### config.mk
export PLATFORM = sky130hd
export DESIGN_NAME = rain_pulse_debounce_counter
export DESIGN_NICKNAME = d
export VERILOG_FILES = /design/src/rtl/core/rpdc_pkg.sv /design/src/rtl/core/rain_pulse_debounce_counter.sv
export SDC_FILE = /design/constraint.sdc
export NUM_CORES = 1
export LEC_CHECK = 0
export BUFFER_PORTS_ARGS = -buffer_cell sky130_fd_sc_hd__buf_2
export CAP_MARGIN = 20
export CORE_MARGIN = 8
export CORE_UTILIZATION = 50
export DETAILED_ROUTE_END_ITERATION = 10
export PLACE_DENSITY_LB_ADDON = 0.08
export SETUP_SLACK_MARGIN = 0.1
export SLEW_MARGIN = 10
export SYNTH_ARGS = -nofsm -noshare
export SYNTH_HDL_FRONTEND = slang
export SYNTH_SLANG_ARGS = --single-unit
### constraint.sdc
create_clock -name clk -period 7.3 [get_ports clk]
set_clock_uncertainty 0.1 [all_clocks]
set_input_delay 1.46 -clock clk [delete_from_list [all_inputs] [get_ports clk]]
set_output_delay 1.46 -clock clk [all_outputs]
set_load 0.02 [all_outputs]
### src/rtl/core/rpdc_pkg.sv
// rpdc_pkg: shared types and constants for the rain pulse debounce counter
// holds the phase encoding and configuration register indexes
// no dependencies
`default_nettype none

package rpdc_pkg;

    // debounce sequencer phases
    typedef enum logic [1:0] {
        PH_START  = 2'd0,
        PH_QUIET  = 2'd1,
        PH_STABLE = 2'd2,
        PH_HOLD   = 2'd3
    } phase_t;

    // configuration port geometry
    localparam int unsigned CFG_DATA_W  = 16;
    localparam int unsigned CFG_INDEX_W = 2;

    // configuration register indexes
    localparam logic [CFG_INDEX_W-1:0] REG_QUIET_TICKS     = 2'd0;
    localparam logic [CFG_INDEX_W-1:0] REG_STABLE_TICKS    = 2'd1;
    localparam logic [CFG_INDEX_W-1:0] REG_DIAG_HOLD_TICKS = 2'd2;

    // register reset values
    localparam logic [CFG_DATA_W-1:0] QUIET_TICKS_RST     = 16'd50;
    localparam logic [CFG_DATA_W-1:0] STABLE_TICKS_RST    = 16'd20;
    localparam logic [CFG_DATA_W-1:0] DIAG_HOLD_TICKS_RST = 16'd5000;

    // pulse total width
    localparam int unsigned PULSE_W = 16;

endpackage

`default_nettype wire

### src/rtl/core/rain_pulse_debounce_counter.sv
// rain_pulse_debounce_counter: top level of the debounced rain gauge pulse counter
// depends on rpdc_pkg for the phase type, register indexes and reset values
//
// Usage:
//   Input channel (in_valid/in_ready/rain_contact) carries one beat per
//   1 ms tick with the sampled gauge contact level. Output channel
//   (out_valid/out_ready/indicator_on/pulse_count/diag_mode/pulse_counted)
//   returns one beat per input beat, in order.
//   The state update for a tick is done by the sequencer logic in the
//   accepting cycle and the result is held in the state and result
//   registers from the next edge on.
//   Throughput is one beat per cycle; the single result register limits
//   it, and in_ready stays high while that register is empty or being
//   drained in the same cycle.
//   If the receiver stalls, the result holds and in_ready drops until the
//   waiting beat is taken; the sequencer state does not advance meanwhile.
//   Reset puts the sequencer in its start phase with counter, pulse total,
//   diagnostic flag and lamp cleared and loads the register reset values
//   (quiet 50, stable 20, diagnostic hold 5000 ticks).
//   Configuration is written through cfg_wr_en/cfg_index/cfg_wdata; the user
//   keeps it to idle, unenforced by the block; unused-index writes are dropped.
`default_nettype none

module rain_pulse_debounce_counter #(
    parameter int unsigned COUNTER_WIDTH = 16
) (
    input  wire logic                                clk,
    input  wire logic                                rst_n,

    input  wire logic                                cfg_wr_en,
    input  wire logic [rpdc_pkg::CFG_INDEX_W-1:0]    cfg_index,
    input  wire logic [rpdc_pkg::CFG_DATA_W-1:0]     cfg_wdata,

    input  wire logic                                in_valid,
    output logic                                     in_ready,
    input  wire logic                                rain_contact,

    output logic                                     out_valid,
    input  wire logic                                out_ready,
    output logic                                     indicator_on,
    output logic [rpdc_pkg::PULSE_W-1:0]             pulse_count,
    output logic                                     diag_mode,
    output logic                                     pulse_counted
);

    // compare width covers both the counter and the 16-bit hold limit
    localparam int unsigned CMP_W = (COUNTER_WIDTH > rpdc_pkg::CFG_DATA_W) ?
                                    COUNTER_WIDTH : rpdc_pkg::CFG_DATA_W;
    localparam logic [COUNTER_WIDTH-1:0] CNT_MAX = '1;

    // configuration registers
    logic [rpdc_pkg::CFG_DATA_W-1:0] quiet_ticks_reg;
    logic [rpdc_pkg::CFG_DATA_W-1:0] stable_ticks_reg;
    logic [rpdc_pkg::CFG_DATA_W-1:0] diag_hold_ticks_reg;

    // sequencer state and result registers
    rpdc_pkg::phase_t             phase_reg, phase_next;
    logic [COUNTER_WIDTH-1:0]     cnt_reg, cnt_next;
    logic [rpdc_pkg::PULSE_W-1:0] pulse_total_reg, pulse_total_next;
    logic                         diag_reg, diag_next;
    logic                         lamp_reg, lamp_next;
    logic                         counted_reg, counted_next;
    logic                         out_valid_reg;

    logic                         in_beat;
    logic [COUNTER_WIDTH-1:0]     quiet_load;
    logic [COUNTER_WIDTH-1:0]     stable_load;
    logic [CMP_W-1:0]             cnt_ext;
    logic [CMP_W-1:0]             diag_ext;

    // configuration writes
    always_ff @(posedge clk or negedge rst_n)
    begin
        if (!rst_n)
        begin
            quiet_ticks_reg     <= rpdc_pkg::QUIET_TICKS_RST;
            stable_ticks_reg    <= rpdc_pkg::STABLE_TICKS_RST;
            diag_hold_ticks_reg <= rpdc_pkg::DIAG_HOLD_TICKS_RST;
        end
        else if (cfg_wr_en)
        begin
            case (cfg_index)
                rpdc_pkg::REG_QUIET_TICKS:     quiet_ticks_reg     <= cfg_wdata;
                rpdc_pkg::REG_STABLE_TICKS:    stable_ticks_reg    <= cfg_wdata;
                rpdc_pkg::REG_DIAG_HOLD_TICKS: diag_hold_ticks_reg <= cfg_wdata;
                default:                       ;
            endcase
        end
    end

    // handshake: the result register is free or drains this cycle
    assign in_ready = !out_valid_reg || out_ready;
    assign in_beat  = in_valid && in_ready;

    // loaded times, fitted to the counter width
    assign quiet_load  = COUNTER_WIDTH'(CMP_W'(quiet_ticks_reg));
    assign stable_load = COUNTER_WIDTH'(CMP_W'(stable_ticks_reg));
    assign cnt_ext     = CMP_W'(cnt_reg);
    assign diag_ext    = CMP_W'(diag_hold_ticks_reg);

    // next state for one tick
    always_comb
    begin
        phase_next       = phase_reg;
        cnt_next         = cnt_reg;
        pulse_total_next = pulse_total_reg;
        diag_next        = diag_reg;
        lamp_next        = lamp_reg;
        counted_next     = 1'b0;
        case (phase_reg)
            rpdc_pkg::PH_START:
            begin
                cnt_next   = quiet_load;
                phase_next = rpdc_pkg::PH_QUIET;
            end
            rpdc_pkg::PH_QUIET:
            begin
                if (!rain_contact)
                begin
                    if (cnt_reg != '0)
                        cnt_next = cnt_reg - 1'b1;
                    else
                        lamp_next = 1'b0;
                end
                else if (cnt_reg == '0)
                begin
                    cnt_next   = stable_load;
                    phase_next = rpdc_pkg::PH_STABLE;
                end
                else
                begin
                    cnt_next = quiet_load;
                end
            end
            rpdc_pkg::PH_STABLE:
            begin
                if (rain_contact)
                begin
                    if (cnt_reg != '0)
                    begin
                        cnt_next = cnt_reg - 1'b1;
                    end
                    else
                    begin
                        lamp_next  = 1'b1;
                        phase_next = rpdc_pkg::PH_HOLD;
                    end
                end
                else
                begin
                    cnt_next = stable_load;
                end
            end
            rpdc_pkg::PH_HOLD:
            begin
                if (rain_contact)
                begin
                    // hold length saturates
                    if (cnt_reg != CNT_MAX)
                        cnt_next = cnt_reg + 1'b1;
                end
                else
                begin
                    if (cnt_ext > diag_ext)
                    begin
                        diag_next = 1'b1;
                    end
                    else
                    begin
                        pulse_total_next = pulse_total_reg + 1'b1;
                        counted_next     = 1'b1;
                    end
                    phase_next = rpdc_pkg::PH_START;
                end
            end
            default:
            begin
                phase_next = rpdc_pkg::PH_START;
            end
        endcase
    end

    // state and result registers advance only on an input beat
    always_ff @(posedge clk or negedge rst_n)
    begin
        if (!rst_n)
        begin
            phase_reg       <= rpdc_pkg::PH_START;
            cnt_reg         <= '0;
            pulse_total_reg <= '0;
            diag_reg        <= 1'b0;
            lamp_reg        <= 1'b0;
            counted_reg     <= 1'b0;
        end
        else if (in_beat)
        begin
            phase_reg       <= phase_next;
            cnt_reg         <= cnt_next;
            pulse_total_reg <= pulse_total_next;
            diag_reg        <= diag_next;
            lamp_reg        <= lamp_next;
            counted_reg     <= counted_next;
        end
    end

    // output valid
    always_ff @(posedge clk or negedge rst_n)
    begin
        if (!rst_n)
            out_valid_reg <= 1'b0;
        else if (in_beat)
            out_valid_reg <= 1'b1;
        else if (out_ready)
            out_valid_reg <= 1'b0;
    end

    // result beat comes straight from the state registers
    assign out_valid     = out_valid_reg;
    assign indicator_on  = lamp_reg;
    assign pulse_count   = pulse_total_reg;
    assign diag_mode     = diag_reg;
    assign pulse_counted = counted_reg;

    // lamp is lit for the whole hold
    a_hold_lamp_on: assert property (@(posedge clk) disable iff (!rst_n)
        phase_reg == rpdc_pkg::PH_HOLD |-> lamp_reg)
        else $error("hold phase with lamp off");

    // a counted pulse is reported with the lamp still lit
    a_count_lamp: assert property (@(posedge clk) disable iff (!rst_n)
        counted_reg |-> lamp_reg && phase_reg == rpdc_pkg::PH_START)
        else $error("pulse counted outside a confirmed hold");

    // diagnostic flag is sticky
    a_diag_sticky: assert property (@(posedge clk) disable iff (!rst_n)
        diag_reg |=> diag_reg)
        else $error("diagnostic flag cleared");

    // the pulse total moves only with a reported count
    a_total_moves: assert property (@(posedge clk) disable iff (!rst_n)
        pulse_total_reg != $past(pulse_total_reg) |-> counted_reg && out_valid_reg)
        else $error("pulse total changed without a counted beat");

    // state holds while the result beat is stalled
    a_stall_holds: assert property (@(posedge clk) disable iff (!rst_n)
        out_valid_reg && !out_ready |=> $stable(phase_reg) && $stable(cnt_reg))
        else $error("sequencer advanced under a stalled result");

endmodule

`default_nettype wire

==> flow_summary.yaml, run 1 <==
sta:
  finalCritPeriodShare: 0.4842
  fin_crit_ns: 3.535
  worstMarginPinSlew_ns: 1.093
  setup-violations-final: 0
  setup_slack_ns: 3.765
  finalHoldViolCount: 0
  whs_ns: 0.3680
  drv_slew: 0
  relSlewSlack: 0.2700
  fmax_mhz: 282.9
  setup_tns_ns: 0
  rsz0062_at_grt: "false"
route:
  wirelength_mm: 13.41
  dr.pass1.iters: 7
  vias: 4270
  drc: 0
  wl_per_cell_microns: 19.63
  ant_nets: 0
  initialDrtViolationCount: 351
  avgViaCountPerCell: 6.252
floorplanning:
  rows: 37
  initial_core_util: 0.5113
  die_h_microns: 118.5
  die_w_microns: 118.5
  core_area_sq_um: 10280
  dieArea_sq_um: 14050
  pin_count: 45
setup_path:
  startpoint_type: "flop"
  cp_max_fo: 11
  critPathKind: "flop to flop"
  end_kind: "flop"
  r2r-end: "pulse_count[1]"
  startpoint: "cnt_ext[11]"
  critPathArrivalTime_ns: 3.70
  rr_worst_depth: 7
  required_ns: 7.46
  r2r_start: "cnt_ext[11]"
  r2r_setup_slack_ns: 3.77
synth:
  post-synth-top-count-cell: "dfrtp_1"
  yosysTopAreaCell: "dfrtp_1"
  ys_seq_elements: 86
  syn_nets: 560
  syn_area_per_cell_sq_um: 10.24
  synthFlopType: "dfrtp_1"
  synth_cell_types: 62
  synth_edf_count: 0
  synthCells: 513
  syn_area_sq_um: 5255
  ys_async_sr_fraction: 1.000
  ys_warn_count: 0
  synthTopCellsByArea: "dfrtp_1 36%, mux2_2 11%, ha_1 5.5%"
  yosys-top-cells-count: "76 x dfrtp_1, 50 x mux2_2, 35 x o21ai_0, 27 x inv_1, 26 x nand2_1"
  yosys.area.top_type_share: 0.3619
  yosysSeqAreaShare: 0.4119
outcome:
  status: "finished, final reports clean"
clock_tree:
  cts_inserted_buffers: 9
  post_cts_buffers: 0
  clkLatencyLatePin_ns: 0.37
  cts-htree-levels: 3
  clockBufferDepth: 2
  worst_setup_hold_path_clk_slew_ns: 0.09
  cts_root_buf: "clkbuf_8"
  cts_tree: "built"
  cts_sinks: 86
  holdBufCountCts: 0
  ctsResizeCount: 0
placement:
  place_ws_ns: 3.708
  dp_hpwl_mm: 9.340
  place.port_buffers: 44
  gp_congestion: 0.8838
min_path:
  hold_depth: 1
  hold_path.class: "flop to flop"
  holdCritStartpoint: "diag_mode"
  hold_end: "diag_mode"
final_layout:
  post_route_cells_drive_above_1_share: 0.2559
  ff_latch_area_sq_um: 2165
  multiInputGateArea_sq_um: 2854
  area_growth_pct: 10.64
  diodes: 0
  nets: 589
  final.fill_count: 952
grt:
  track_usage: 0.1972
  grt_pass1_wl_mm: 22.64
  grt_start_max_net_pins: 49
  grt_pass1_vias: 4434
  grt_antenna_before_repair: 0
  grt_overflow: 0
power_and_ir_drop:
  p_leak_nw: 2.545
  power_mw: 2.054
  peakVddDrop_mv: 0.2387
  powerDensity_nw_per_um2: 353.2
run:
  drv_cap: 0
layer usage:
layer	routed length (microns)	vias to the layer above	part of all wire	GRT usage
met5	0	-	0	0
met4	353	0	0.026	0.08775
li1	-	1966	-	-
met1	6104	2137	0.46	0.2551
met2	6204	143	0.46	0.3154
met3	746	24	0.056	0.03713
stage by stage:
step / cell area, sq um / instances / util
2_1_floorplan: 5255 / 513 / -
3_3_place_gp: 5550 / 666 / 0.5401
3_5_place_dp: 5550 / 666 / 0.5401
4_1_cts: 5807 / 682 / 0.5650
5_1_grt: 5814 / 683 / 0.5657
6_report: 5814 / 683 / 0.5657
kinds of logic after synthesis:
group,synth area share
compound gates,0.1562
xor+xnor,0.04500
fa+ha+maj,0.05476
buf+inv,0.04595
flops,0.4119
mux,0.1243
simple gates,0.1619
report_power, final:
group | total [mW] | switching (mW) | internal, mW | leakage (nW)
logic | 0.861 | 0.500 | 0.361 | 1.38
clock network | 0.422 | 0.176 | 0.246 | 0.122
registers | 0.770 | 0.179 | 0.591 | 1.04
total | 2.05 | 0.855 | 1.20 | 2.54
worst max-delay path, stage by stage, from the launching register on:
cell,delay [ns]
dfrtp_1,0.52
ha_1,0.38
nand4_1,0.24
nor4_1,0.59
a21bo_2,0.31
a31oi_1,0.76
nor2_1,0.20
mux2_2,0.32
cell usage in the layout, fill, tap and decap left out, drive strengths merged, types with 11 or more instances in the layout:
| cell | instances |
|---|---|
| nand4 | 11 |
| nor4 | 12 |
| mux2 | 50 |
| dfrtp | 76 |
| buf | 50 |
| ha | 23 |
| xor2 | 16 |
| nand2 | 26 |
| inv | 27 |
| xnor2 | 11 |
| nor2 | 22 |
| o21ai | 35 |
| nand3 | 18 |
| clkbuf | 11 |
| a21oi | 14 |
cell type report:
| class | count | area share |
|---|---|---|
| repair buffers | 50 | 0.04605 |
| multi-input cells | 368 | 0.4909 |
| inverters | 27 | 0.01743 |
| clock buffers | 11 | 0.02604 |
| clock inverters | 5 | 0.01808 |
| flip-flops and latches | 86 | 0.3723 |
| well taps | 136 | 0.02927 |
worst max-delay path by stage:
stage / end / slack, ns / depth (start not counted)
floorplan: cnt_ext[3] / 3.97 / 7
global placement: cnt_ext[10] / 3.80 / 6
detailed placement: cnt_ext[10] / 3.71 / 6
CTS: in_ready / 3.81 / 3
global route: pulse_count[1] / 3.56 / 7
finish: pulse_count[1] / 3.77 / 7
No activity file was read; power rests on OpenSTA's default activity.
==> run 2: changes to the inputs <==
--- a/config.mk
+++ b/config.mk
@@ -5,6 +5,7 @@
 export SDC_FILE = /design/constraint.sdc
 export NUM_CORES = 1
 export LEC_CHECK = 0
+export ABC_AREA = 1
 export BUFFER_PORTS_ARGS = -buffer_cell sky130_fd_sc_hd__buf_2
 export CAP_MARGIN = 20
 export CORE_MARGIN = 8
==> constraint.sdc (replaced) <==
create_clock -name clk -period 3 [get_ports clk]
set_clock_uncertainty 0.1 [all_clocks]
set_input_delay 0.6 -clock clk [delete_from_list [all_inputs] [get_ports clk]]
set_output_delay 0.6 -clock clk [all_outputs]
set_load 0.02 [all_outputs]
==> run 2 against run 1 <==
Against the previous run:
- global-route usage is 3.4 points higher
- critical path depth grew 4
- utilization shrank 0.19 points
- sequential power increased by 120%
- maximum frequency is 37% higher
- sequential share of layout area is 3.6 points lower
- register-to-register slack lost 3.3 ns
- worst setup slack worse by 3.3 ns
- routed wire length is 25% higher
- critical endpoint is now cnt_ext[7]
==> flow_summary.yaml, run 2 <==
power_and_ir_drop:
  powerDensity_nw_per_um2: 833.4
  p_leak_nw: 3.343
  peakVddDrop_mv: 0.5297
floorplanning:
  dieArea_sq_um: 15380
  die_h_microns: 124.0
  die_w_microns: 124.0
  pin_count: 45
  initial_core_util: 0.5110
  rows: 39
  core_area_sq_um: 11420
sta:
  setup-violations-final: 0
  whs_ns: 0.1430
  drv_slew: 0
  worstMarginPinSlew_ns: 0.9453
  fin_crit_ns: 2.579
  setup_tns_ns: 0
  relSlewSlack: 0.3683
  finalHoldViolCount: 0
  setup_slack_ns: 0.4210
  finalCritPeriodShare: 0.8597
  fmax_mhz: 387.7
  rsz0062_at_grt: "false"
synth:
  muxShareOfSynthArea: 0
  ys_async_sr_fraction: 1.000
  yosys-top-cells-count: "272 x nand2_1, 99 x inv_1, 76 x dfrtp_1, 72 x nand3_1, 65 x o21ai_0"
  synth_top_family_by_area: "simple AND/OR/NAND/NOR gates"
  synthCells: 844
  synthTopCellsByArea: "dfrtp_1 33%, nand2_1 17%, inv_1 6.4%"
  synth_edf_count: 0
  ys_warn_count: 0
  synthSimpleGateAreaFrac: 0.3590
  syn_area_sq_um: 5834
  yosysSeqAreaShare: 0.3710
  synth_compound_area_frac: 0.09801
  post-synth-top-count-cell: "nand2_1"
  synth_xor_area_frac: 0.02252
  synthAdderAreaFrac: 0.04932
  yosys.area.top_type_share: 0.3260
  ys_seq_elements: 86
  synth_cell_types: 34
  yosysTopAreaCell: "dfrtp_1"
  synthFlopType: "dfrtp_1"
  syn_area_per_cell_sq_um: 6.913
  syn_nets: 891
final_layout:
  final.fill_count: 1140
  multiInputGateArea_sq_um: 3085
  diodes: 0
  ff_latch_area_sq_um: 2165
  final_cell_mix: "272 x nand2_1, 99 x inv_1, 76 x dfrtp_1"
  final_common_cell: "nand2_1"
  post_route_cells_drive_above_1_share: 0.1199
  area_growth_pct: 10.36
  nets: 926
  post-route-cell-area_sq_um: 6439
route:
  wl_per_cell_microns: 16.33
  avgViaCountPerCell: 5.495
  vias: 5643
  drc: 0
  wirelength_mm: 16.77
  initialDrtViolationCount: 423
  ant_nets: 0
  dr.pass1.iters: 8
clock_tree:
  cts-htree-levels: 3
  clockBufferDepth: 2
  worst_setup_hold_path_clk_slew_ns: 0.06
  clkLatencyLatePin_ns: 0.35
  holdBufCountCts: 0
  cts_tree: "built"
  cts_sinks: 86
  ctsResizeCount: 0
  post_cts_buffers: 0
  cts_inserted_buffers: 9
  cts_root_buf: "clkbuf_16"
setup_path:
  r2r_setup_slack_ns: 0.42
  r2r-end: "cnt_ext[7]"
  cp_max_fo: 30
  startpoint_type: "flop"
  startpoint: "cnt_ext[0]"
  required_ns: 3.14
  critPathKind: "flop to flop"
  end_kind: "flop"
  r2r_start: "cnt_ext[0]"
  critPathArrivalTime_ns: 2.72
  rr_worst_depth: 11
min_path:
  hold_path.class: "input pin to asynchronous set/reset pin"
placement:
  dp_hpwl_mm: 12.22
  place_ws_ns: 0.4794
  postPlaceCellArea_sq_um: 6145
  place.port_buffers: 44
  gp_congestion: 0.9811
grt:
  grt_start_max_net_pins: 46
  grt_antenna_before_repair: 0
  grt_pass1_vias: 5318
  grt_overflow: 0
  grt_pass1_wl_mm: 27.66
  track_usage: 0.2317
outcome:
  status: "finished, final reports clean"
run:
  drv_cap: 0
[run 2: changes by cell type after synthesis, moves of 11 or more]
cell     before  now
nand2_1      26  272
inv_1        27   99
nand3_1      18   72
mux2_2       50    0
nor2_1       22   53
o21ai_0      35   65
nand4_1      10   24
a21oi_1      14   27
o21ai_1       0   11
[run 2: how the worst max path moves through the flow]
stage,slack (ns),end,cells after the start
6_report,0.42,cnt_ext[7],11
5_1_grt,0.26,cnt_ext[12],11
4_1_cts,0.46,cnt_ext[7],11
3_5_place_dp,0.48,cnt_ext[7],11
3_3_place_gp,0.51,cnt_ext[7],11
2_1_floorplan,1.06,pulse_counted,12
[run 2: worst max-delay path, stage by stage (launching register included)]
cell	delay, ns
dfrtp_1	0.45
inv_1	0.21
ha_1	0.29
nand2_2	0.12
nor2_4	0.20
nand2_2	0.43
nand3_1	0.32
o21ai_1	0.08
nor2_1	0.11
nand2_1	0.05
nand2_1	0.05
nand2_1	0.04
[run 2: power by group]
part	total (mW)	switching, mW	internal, mW	leakage (nW)
Combinational	2.49	1.68	0.816	2.12
Sequential	1.73	0.311	1.42	1.08
Clock	1.14	0.474	0.670	0.144
Total	5.37	2.46	2.90	3.34
[run 2: metal layers]
metal  wire length (microns)  GRT usage
met3                    1348    0.04216
met2                    7459     0.3489
met5                       0          0
met4                     312    0.08848
met1                    7654     0.3242
[run 2: kinds of logic (layout without fill, tap and decap cells)]
| logic type | after synthesis | in the layout |
|---|---|---|
| and+or+nand+nor | 474 | 474 |
| buffers and inverters | 135 | 175 |
| AOI/OAI and AO/OA | 111 | 111 |
| DFF | 86 | 86 |
| adders and majority gates | 23 | 23 |
| xor gates and xnor gates | 15 | 15 |
[run 2: metrics by stage]
step | util | std cells | total power [mW]
3_5_place_dp | 0.5381 | 1011 | 4.197
6_report | 0.5639 | 1027 | 5.366
2_1_floorplan | - | 844 | 3.490
3_3_place_gp | 0.5381 | 1011 | 4.159
5_1_grt | 0.5639 | 1027 | 5.795
4_1_cts | 0.5639 | 1027 | 5.358
[run 2: final cells by class]
cell class	instances	area share
inverter	102	0.05946
clock buffer	13	0.03887
tap	143	0.02779
multi-input combinational	623	0.4792
timing repair buffer	57	0.05169
clock inverter	3	0.006801
sequential	86	0.3362
==> run 3: changes to the inputs <==
--- a/config.mk
+++ b/config.mk
@@ -6,11 +6,10 @@
 export NUM_CORES = 1
 export LEC_CHECK = 0
 export ABC_AREA = 1
-export BUFFER_PORTS_ARGS = -buffer_cell sky130_fd_sc_hd__buf_2
-export CAP_MARGIN = 20
 export CORE_MARGIN = 8
 export CORE_UTILIZATION = 50
 export DETAILED_ROUTE_END_ITERATION = 10
+export DONT_BUFFER_PORTS = 1
 export PLACE_DENSITY_LB_ADDON = 0.08
 export SETUP_SLACK_MARGIN = 0.1
 export SLEW_MARGIN = 10
==> run 3 against run 2 <==
Against the previous run:
- via count is 3.3% lower
- combinational power is 5% lower
- final cell count is 4.2% lower
- sequential cell count stayed put
- sequential share of layout area is 1.2 points higher
- die area stayed put
- critical path depth stayed put
- global-route usage is 0.093 points higher
- utilization is 1.9 points lower
- register-to-register slack better by 0.05 ns
- highest routed layer unchanged
==> flow_summary.yaml, run 3 (synthesis results as in run 2) <==
outcome:
  status: "finished, final reports clean"
clock_tree:
  cts_tree: "built"
  ctsResizeCount: 0
  clockBufferDepth: 2
  cts-htree-levels: 3
  cts_inserted_buffers: 9
  cts_sinks: 86
  clkLatencyLatePin_ns: 0.35
  post_cts_buffers: 0
  worst_setup_hold_path_clk_slew_ns: 0.07
  holdBufCountCts: 2
  cts_root_buf: "clkbuf_16"
sta:
  whs_ns: 0.03958
  setup_slack_ns: 0.4683
  fin_crit_ns: 2.532
  fmax_mhz: 395.0
  setup_tns_ns: 0
  setup-violations-final: 0
  drv_slew: 0
  rsz0062_at_grt: "false"
  relSlewSlack: 0.2852
  finalCritPeriodShare: 0.8439
  worstMarginPinSlew_ns: 1.070
  finalHoldViolCount: 0
final_layout:
  nets: 883
  final.fill_count: 1147
  diodes: 0
  final_cell_mix: "272 x nand2_1, 99 x inv_1, 76 x dfrtp_1"
  post_route_cells_drive_above_1_share: 0.07253
  area_growth_pct: 6.670
  fin_cells: 984
  final_common_cell: "nand2_1"
setup_path:
  startpoint_type: "flop"
  end_kind: "flop"
  path_common_cell: "nand2_1"
  r2r_start: "cnt_ext[0]"
  rr_worst_depth: 11
  crit_slowest_cell: "dfrtp_1"
  required_ns: 3.14
  cp_max_fo: 30
  critPathArrivalTime_ns: 2.67
  r2r-end: "cnt_ext[7]"
  path_cells: "inv_1, ha_1, nand2_2, nor2_4, nand2_2, nand3_1, o21ai_1, nor2_1, nand2_1, nand2_1, nand2_1"
  r2r_setup_slack_ns: 0.47
  critPathKind: "flop to flop"
  slowest_delay_ns: 0.44
grt:
  track_usage: 0.2326
  grt_pass1_vias: 5181
  grt_start_max_net_pins: 78
  grt_overflow: 0
  grt_antenna_before_repair: 0
  grt_pass1_wl_mm: 27.45
floorplanning:
  rows: 39
  initial_core_util: 0.5110
  pin_count: 45
  die_h_microns: 124.0
  core_area_sq_um: 11420
  die_w_microns: 124.0
  dieArea_sq_um: 15380
route:
  ant_nets: 0
  vias: 5457
  wirelength_mm: 16.96
  dr.pass1.iters: 7
  initialDrtViolationCount: 457
  wl_per_cell_microns: 17.24
  drc: 0
  avgViaCountPerCell: 5.546
power_and_ir_drop:
  power_mw: 5.307
  peakVddDrop_mv: 0.4767
  p_leak_nw: 3.145
  powerDensity_nw_per_um2: 852.7
min_path:
  hold_path.class: "input pin to asynchronous set/reset pin"
placement:
  dp_hpwl_mm: 12.00
  place.port_buffers: 0
  dpl.cell_count: 966
  gp_congestion: 0.9423
  place_ws_ns: 0.5340
run:
  drv_cap: 0
[run 3: cell count changes in the layout (fill, tap and decap cells not counted), sizes merged]
cell,previous run,this run
buf,57,13
clkinv,3,2
dlygate4sd3,0,1
inv,101,102
[run 3: how the worst max path moves through the flow]
stage | start | endpoint | slack, ns | cells past startpoint
after floorplan | diag_ext[3] | pulse_counted | 1.06 | 12
after global placement | cnt_ext[0] | cnt_ext[7] | 0.57 | 11
after detailed placement | cnt_ext[0] | cnt_ext[7] | 0.53 | 11
after CTS | cnt_ext[0] | cnt_ext[7] | 0.52 | 11
after global routing | cnt_ext[0] | cnt_ext[12] | 0.32 | 11
final | cnt_ext[0] | cnt_ext[7] | 0.47 | 11
[run 3: layer usage]
metal / routed length [microns] / part of all wire / global-route usage
met1: 7968 / 0.47 / 0.3171
met3: 1260 / 0.074 / 0.05848
met2: 7434 / 0.44 / 0.3550
met4: 299 / 0.018 / 0.07361
met5: 0 / 0 / 0
[run 3: area by class of cell]
class | instances | area [sq um] | share of cell area
multi-input combinational | 623 | 3085 | 0.4958
sequential | 86 | 2165 | 0.3478
inverter | 102 | 382.9 | 0.06152
clock buffer | 13 | 240.2 | 0.03860
tap | 143 | 178.9 | 0.02875
timing repair buffer | 14 | 127.6 | 0.02051
clock inverter | 3 | 43.79 | 0.007037
[run 3: where the power goes]
part	internal [mW]	switching [mW]	total, mW
combinational	0.783	1.59	2.37
sequential	1.41	0.389	1.80
clock	0.649	0.483	1.13
total	2.85	2.46	5.31
[run 3: stage by stage]
step                area (sq um)    util
finish                      6223  0.5450
global route                6223  0.5450
CTS                         6223  0.5450
detailed placement          5902  0.5169
global placement            5902  0.5169
floorplan                   5834       -
[run 3: worst max-delay path, delay by kind of cell (launching register included)]
family	cells	cell delay, ns
AO/OA/AOI/OAI	1	0.08
adder cells (fa/ha/maj)	1	0.29
AND/OR/NAND/NOR	8	1.28
buffers and inverters	1	0.22
flip-flops	1	0.44
